==> config.mk <==
export PLATFORM = sky130hd
export DESIGN_NAME = rbi_div_stage
export DESIGN_NICKNAME = d
export VERILOG_FILES = /design/src/rbi_pkg.sv /design/src/rbi_div_stage.sv
export SDC_FILE = /design/constraint.sdc
export NUM_CORES = 1
export LEC_CHECK = 0
export ABC_AREA = 1
export BUFFER_PORTS_ARGS = -buffer_cell sky130_fd_sc_hd__buf_2
export CAP_MARGIN = 20
export CORE_MARGIN = 1.5
export CORE_UTILIZATION = 55
export DETAILED_ROUTE_END_ITERATION = 10
export GPL_TIMING_DRIVEN = 0
export PLACE_DENSITY = 0.84
export SYNTH_ARGS = -nofsm -noshare
export SYNTH_HDL_FRONTEND = slang
export SYNTH_SLANG_ARGS = --single-unit
==> constraint.sdc <==
create_clock -name clk_i -period 30.3 [get_ports clk_i]
set_input_delay 0 -clock clk_i [delete_from_list [all_inputs] [get_ports clk_i]]
set_output_delay 0 -clock clk_i [all_outputs]
set_load 0.03 [all_outputs]
==> src/rbi_pkg.sv <==
// shared types and constants of the ray box intersection block
package rbi_pkg;

  localparam int unsigned CoordW = 32;
  localparam int unsigned HalfW  = 31;
  localparam int unsigned TolW   = 16;
  localparam int unsigned QuoW   = 50;  // magnitude of (bound - origin) << 16
  localparam int unsigned DivW   = 32;  // divisor magnitude width, up to 2^31
  localparam int unsigned RemW   = 32;  // partial remainder width
  localparam logic [TolW-1:0] TolReset = 16'd7;
  localparam logic signed [CoordW-1:0] MinusOne = -32'sd65536;
  localparam logic signed [CoordW-1:0] S32Max   = 32'sh7fffffff;
  localparam logic signed [CoordW-1:0] S32Min   = 32'sh80000000;

  typedef struct packed {
    logic signed [CoordW-1:0] ray_origin_x;
    logic signed [CoordW-1:0] ray_origin_y;
    logic signed [CoordW-1:0] ray_origin_z;
    logic signed [CoordW-1:0] ray_dir_x;
    logic signed [CoordW-1:0] ray_dir_y;
    logic signed [CoordW-1:0] ray_dir_z;
    logic signed [CoordW-1:0] box_center_x;
    logic signed [CoordW-1:0] box_center_y;
    logic signed [CoordW-1:0] box_center_z;
    logic [HalfW-1:0]         box_half_x;
    logic [HalfW-1:0]         box_half_y;
    logic [HalfW-1:0]         box_half_z;
  } ray_box_t;

  typedef struct packed {
    logic                     hit;
    logic signed [CoordW-1:0] hit_x;
    logic signed [CoordW-1:0] hit_y;
    logic signed [CoordW-1:0] hit_z;
    logic [HalfW-1:0]         hit_distance;
  } hit_t;

  // per axis data carried alongside the divider
  typedef struct packed {
    logic signed [CoordW-1:0] org;
    logic signed [CoordW-1:0] dir;
    logic signed [33:0]       lo;
    logic signed [33:0]       hi;
  } axis_t;

  // divider stage control: sign of quotient and zero direction flag
  typedef struct packed {
    logic neg;
    logic zero;
  } div_ctl_t;

endpackage

==> src/rbi_div_stage.sv <==
// one radix-2 restoring division step bank, registered, for a pipelined divider
module rbi_div_stage #(
  parameter int unsigned Steps = 5
) (
  input  logic                         clk_i,
  input  logic                         en_i,
  input  logic [rbi_pkg::RemW-1:0]     rem_i,
  input  logic [rbi_pkg::QuoW-1:0]     num_i,
  input  logic [rbi_pkg::DivW-1:0]     den_i,
  output logic [rbi_pkg::RemW-1:0]     rem_o,
  output logic [rbi_pkg::QuoW-1:0]     num_o
);

  logic [rbi_pkg::RemW-1:0] rem_d;
  logic [rbi_pkg::QuoW-1:0] num_d;
  logic [rbi_pkg::RemW:0]   trial;
  logic [rbi_pkg::RemW-1:0] rem_q;
  logic [rbi_pkg::QuoW-1:0] num_q;

  // shift in numerator bits one at a time, quotient bits shift into num
  always_comb begin
    rem_d = rem_i;
    num_d = num_i;
    trial = '0;
    for (int s = 0; s < Steps; s++) begin
      trial = {rem_d, num_d[rbi_pkg::QuoW-1]} - {1'b0, den_i};
      num_d = {num_d[rbi_pkg::QuoW-2:0], 1'b0};
      if (!trial[rbi_pkg::RemW]) begin
        rem_d    = trial[rbi_pkg::RemW-1:0];
        num_d[0] = 1'b1;
      end else begin
        rem_d = {rem_d[rbi_pkg::RemW-2:0], num_i[rbi_pkg::QuoW-1-s]};
      end
    end
  end

  always_ff @(posedge clk_i) begin
    if (en_i) begin
      rem_q <= rem_d;
      num_q <= num_d;
    end
  end

  assign rem_o = rem_q;
  assign num_o = num_q;

endmodule

* Word level (Yosys, flattened, before mapping) *
Cells that the tools add are included.

storage, ports and cells
  register bits = 82
  bits in latches = 0
  memory bits (writable) = 0
  memory bits (read-only) = 0
  bits of input ports = 116
  output and inout port bits = 82
  word-level logic and storage cells = 17
  memories kept = 0

cells by class
  $add $sub $neg = 5
  $mul = 0
  div/mod/pow operators = 0
  order comparisons = 0
  equal/unequal tests = 0
  shifts and indexed selects = 0
  muxes and demuxes = 10
  bitwise logic cells = 0
  reductions and logical operators = 0

operators by type and width
  kind                          count
  subtractor 33 x 32 -> 33 bit  5
  two-way mux 32 bit            5
  two-way mux 1 bit             5

* Longest topological paths before layout *
  word-level depth = 10
  depth in mapped cells = 84
  mapped depth without buffers = 77

* Worst setup path after synthesis *
OpenSTA, ideal clock, no wires.

  path kind = input-to-reg
  start point = input num_i[49] in the netlist's numbering
  end point = register num_q (netlist bit num_o[0]) (data pin)
  library setup time = 0.256 ns
  arrival time = 10.539 ns
  data required time = 30.044 ns
  path slack = 19.505 ns
  cell stages on the path = 77
  path buffers = 4
  cell sequence = inv_1 > ha_1 > inv_1 > fa_1 > nand2_1 > nand2_1 > nand3_1 > nand2_2 > nand2_1 > nand2_2 > nand2_2 > nand2_2 > nand2_2 > nand2_4 > inv_2 > clkbuf_1 > nand2_1 > o21ai_0 > [... 41 more ...] > nand2_1 > o21ai_1 > inv_1 > fa_1 > nand3b_1 > nand2_1 > a21oi_1 > o21ai_2 > a21boi_0 > o21ai_0 > a21boi_1 > o21bai_1 > a21oi_1 > o21ai_1 > inv_1 > nand3_2 > buf_2 > nand2_1

on the way
  longest elaborated chain between the ends = 10

ends and longest elaborated chain
  element                         line                 RTL
  start, declared                 rbi_div_stage.sv:8   input logic [rbi_pkg::QuoW-1:0] num_i,
  subtractor 33 x 32 -> 33 bit    rbi_div_stage.sv:26  trial = {rem_d, num_d[rbi_pkg::QuoW-1]} - {1'b0, den_i};
  two-way mux 32 bit *            rbi_div_stage.sv:28  if (!trial[rbi_pkg::RemW]) begin
  subtractor 33 x 32 -> 33 bit    rbi_div_stage.sv:26
  two-way mux 32 bit *            rbi_div_stage.sv:28
  subtractor 33 x 32 -> 33 bit    rbi_div_stage.sv:26
  two-way mux 32 bit *            rbi_div_stage.sv:28
  subtractor 33 x 32 -> 33 bit    rbi_div_stage.sv:26
  two-way mux 32 bit *            rbi_div_stage.sv:28
  subtractor 33 x 32 -> 33 bit *  rbi_div_stage.sv:26
  two-way mux 1 bit *             rbi_div_stage.sv:28
  via num_d, one bit              rbi_div_stage.sv:15  logic [rbi_pkg::QuoW-1:0] num_d;
  end signal, assigned            rbi_div_stage.sv:40  num_q <= num_d;
  end, declared                   rbi_div_stage.sv:18  logic [rbi_pkg::QuoW-1:0] num_q;

The timed path passes the listed nets; every way through them passes the cells marked *.
A chain may end at the register's enable or synchronous reset.

* Worst setup path after layout *
  start point = input den_i[1] in the netlist's numbering
  end point = register rem_q (netlist bit rem_o[16]) (data pin)

on the way
  longest elaborated chain between the ends = 10

ends and longest elaborated chain
  element                       line                 RTL
  start, declared               rbi_div_stage.sv:9   input logic [rbi_pkg::DivW-1:0] den_i,
  subtractor 33 x 32 -> 33 bit  rbi_div_stage.sv:26
  two-way mux 32 bit            rbi_div_stage.sv:28
  subtractor 33 x 32 -> 33 bit  rbi_div_stage.sv:26
  two-way mux 32 bit            rbi_div_stage.sv:28
  subtractor 33 x 32 -> 33 bit  rbi_div_stage.sv:26
  two-way mux 32 bit            rbi_div_stage.sv:28
  subtractor 33 x 32 -> 33 bit  rbi_div_stage.sv:26
  two-way mux 32 bit            rbi_div_stage.sv:28
  subtractor 33 x 32 -> 33 bit  rbi_div_stage.sv:26
  two-way mux 32 bit *          rbi_div_stage.sv:28
  via rem_d, one bit            rbi_div_stage.sv:14  logic [rbi_pkg::RemW-1:0] rem_d;
  end signal, assigned          rbi_div_stage.sv:39  rem_q <= rem_d;
  end, declared                 rbi_div_stage.sv:17  logic [rbi_pkg::RemW-1:0] rem_q;

Marked as above.

==> flow_metrics.tcl <==
set metrics [dict create \
    status "finished, final reports clean" \
    drtPass1Iterations 7 \
    rsz0062_at_grt "no" \
    whs_path_depth 1 \
    slowest_stage "fa_1" \
    finalNetCount 2534 \
    routed_via_density 5.720 \
    fin_setup_tns_ps 0 \
    final_cell_mix "496 x nand2_1, 241 x inv_1, 212 x buf_2" \
    die_h_um 159.1 \
    start_util 0.5657 \
    rows 56 \
    drv_slew 0 \
    clockBufferDepth 2 \
    overflow 0 \
    final_antenna_net_count 0 \
    crit_fanout 10 \
    finalHoldViolations 0 \
    tritoncts "built" \
    worst-slew-pin-transition_ps 712.7 \
    grt_pass1_wl_um 69770 \
    cp-startpoint "den_i[1]" \
    max_stage_delay_ps 490 \
    first_iter_violations 1329 \
    seq_area_frac_synth 0.1838 \
    crit_family "compound AO/OA/AOI/OAI gates" \
    cp.arrival_ps 14100 \
    synth_edf_count 82 \
    async_flop_share 0 \
    syn_area_per_cell_um2 6.705 \
    routed_wl_um 44480 \
    cp-start-kind "primary input" \
    cts-htree-levels 3 \
    critPathRequiredTime_ps 30390 \
    synth_flop_cell "edfxtp_1" \
    antenna_found_initial 0 \
    period_minus_slack_ps 14010 \
    synthToLayoutAreaGrowth_pct 16.23 \
    hp-class "in -> reg" \
    maxCapViolCount 0 \
    fmax_mhz 71.37 \
    ys_warn_count 0 \
    synth_seq_cells 82 \
    cts_buffers 9 \
    antenna_cells 0 \
    grt_pass1_vias 14270 \
    holdPathEnd "num_o[4]" \
    hpwl_um 37450 \
    clk_pin_slew_worst_paths_ps 80 \
    num_vias 14740 \
    die_area_um2 25300 \
    wl_per_cell_um 17.26 \
    drc_errors 0 \
    gp_congestion 0.9575 \
    syn_area_um2 13400 \
    final_common_cell "nand2_1" \
    io_buffer_count 197 \
    cp.buffers_inverters 17 \
    clkSinkCount 82 \
    grt_max_degree 72 \
    core_region_area_um2 23680 \
    pin_count 198 \
    grt_use_total 0.3422 \
    setup-violations-final 0 \
    synthesis.nets 2279 \
    ys_types 52 \
    drive_above_1_share 0.1484 \
    root_buffer "clkbuf_16" \
    min-delay-start "en_i" \
    cts_resized 0 \
    die_w_um 159.1 \
    cpMostUsedCell "nand2_1" \
    criticalPathCategory "in -> reg" \
    period_share 0.4624 \
    cts_setup_buffers 0 \
    endpoint_kind "flop" \
    relSlewSlack 0.5199 \
    netlist_instances 1998 \
]
through the flow:
| step | util | cell area (um2) | worst slack, ps | hold WS [ps] | cells |
|---|---|---|---|---|---|
| 2_1_floorplan | - | 13400 | 19510 | 98.87 | 1998 |
| 3_5_place_dp | 0.6254 | 14810 | 16180 | 178.1 | 2515 |
| 5_1_grt | 0.6575 | 15570 | 15390 | 24.73 | 2577 |
| 6_report | 0.6575 | 15570 | 16290 | 17.94 | 2577 |
| 4_1_cts | 0.6575 | 15570 | 16510 | 28.46 | 2577 |
| 3_3_place_gp | 0.6242 | 14780 | 16530 | 176.9 | 2514 |
logic make-up (layout without fill, tap and decap cells):
group	Yosys count	in the layout	synth area share
AND/OR/NAND/NOR	852	852	0.2748
XOR/XNOR	142	142	0.09284
AO/OA/AOI/OAI	472	472	0.2009
flip-flops	82	82	0.1838
adder cells (fa/ha/maj)	165	165	0.1569
buffers and inverters	285	545	0.09078
state kept, by name, summed over array words and instances (netlist names):
| name | cells |
|---|---|
| num_o | 50 |
| rem_o | 32 |
worst max path at each step:
stage / endpoint / slack, ps / cells past startpoint
detailed placement: num_o[0] / 16180 / 76
finish: rem_o[16] / 16290 / 81
global placement: num_o[0] / 16530 / 76
CTS: num_o[0] / 16510 / 76
floorplan: num_o[0] / 19510 / 77
global route: rem_o[16] / 15390 / 80
metal layers:
metal	up-vias	global-route usage	part of all wire
li1	7306	-	-
met1	6720	0.4082	0.41
met2	620	0.6330	0.49
met3	95	0.02996	0.059
met4	0	0.1308	0.038
met5	-	0	0
cell usage after synthesis (2+ instances only):
cell / n / share of area
nand3b_1: 5 / 0.0028
buf_2: 16 / 0.0060
edfxtp_1: 82 / 0.18
fa_1: 5 / 0.0075
a221oi_1: 3 / 0.0020
xor2_1: 71 / 0.046
nand3_1: 115 / 0.043
a31oi_1: 15 / 0.0070
o21ai_0: 133 / 0.050
buf_12: 2 / 0.0030
or2_1: 2 / 0.00093
nand2_4: 5 / 0.0042
nor4_1: 9 / 0.0042
a31o_2: 2 / 0.0013
a211oi_1: 3 / 0.0017
o21a_1: 11 / 0.0062
inv_1: 241 / 0.068
nand3_4: 2 / 0.0026
nor3_1: 22 / 0.0082
nand2_1: 496 / 0.14
a21boi_0: 5 / 0.0028
nand3_2: 11 / 0.0082
clkbuf_1: 5 / 0.0014
a21oi_2: 3 / 0.0020
a21oi_1: 185 / 0.069
a21o_1: 9 / 0.0050
o221ai_1: 5 / 0.0033
inv_2: 7 / 0.0020
a21boi_1: 2 / 0.0011
buf_6: 10 / 0.0084
nor2_1: 133 / 0.037
xnor2_1: 71 / 0.046
o21bai_1: 16 / 0.0090
nand2_2: 29 / 0.014
o211ai_1: 9 / 0.0050
and2_1: 3 / 0.0014
o21ai_1: 37 / 0.014
nand4_1: 17 / 0.0079
ha_1: 160 / 0.15
o21ai_2: 29 / 0.019
cell type report:
cell class / count / area (um2)
Multi-Input combinational cell: 1631 / 9718
Fill cell: 2186 / 8112
Sequential cell: 82 / 2462
Timing Repair Buffer: 244 / 1476
Inverter: 249 / 937.1
Tap cell: 319 / 399.1
Buffer: 36 / 279.0
Clock buffer: 9 / 225.2
Clock inverter: 7 / 73.82
timing repair:
item / 4_1_cts / 5_1_grt
hold buffers: 46 / 0
endpoints found under the setup margin: 0 / 0
hold endpoints to repair: 46 / 0
Power is not shown: default switching activity piles up to over one toggle a cycle in this logic, so the estimate is an artifact.
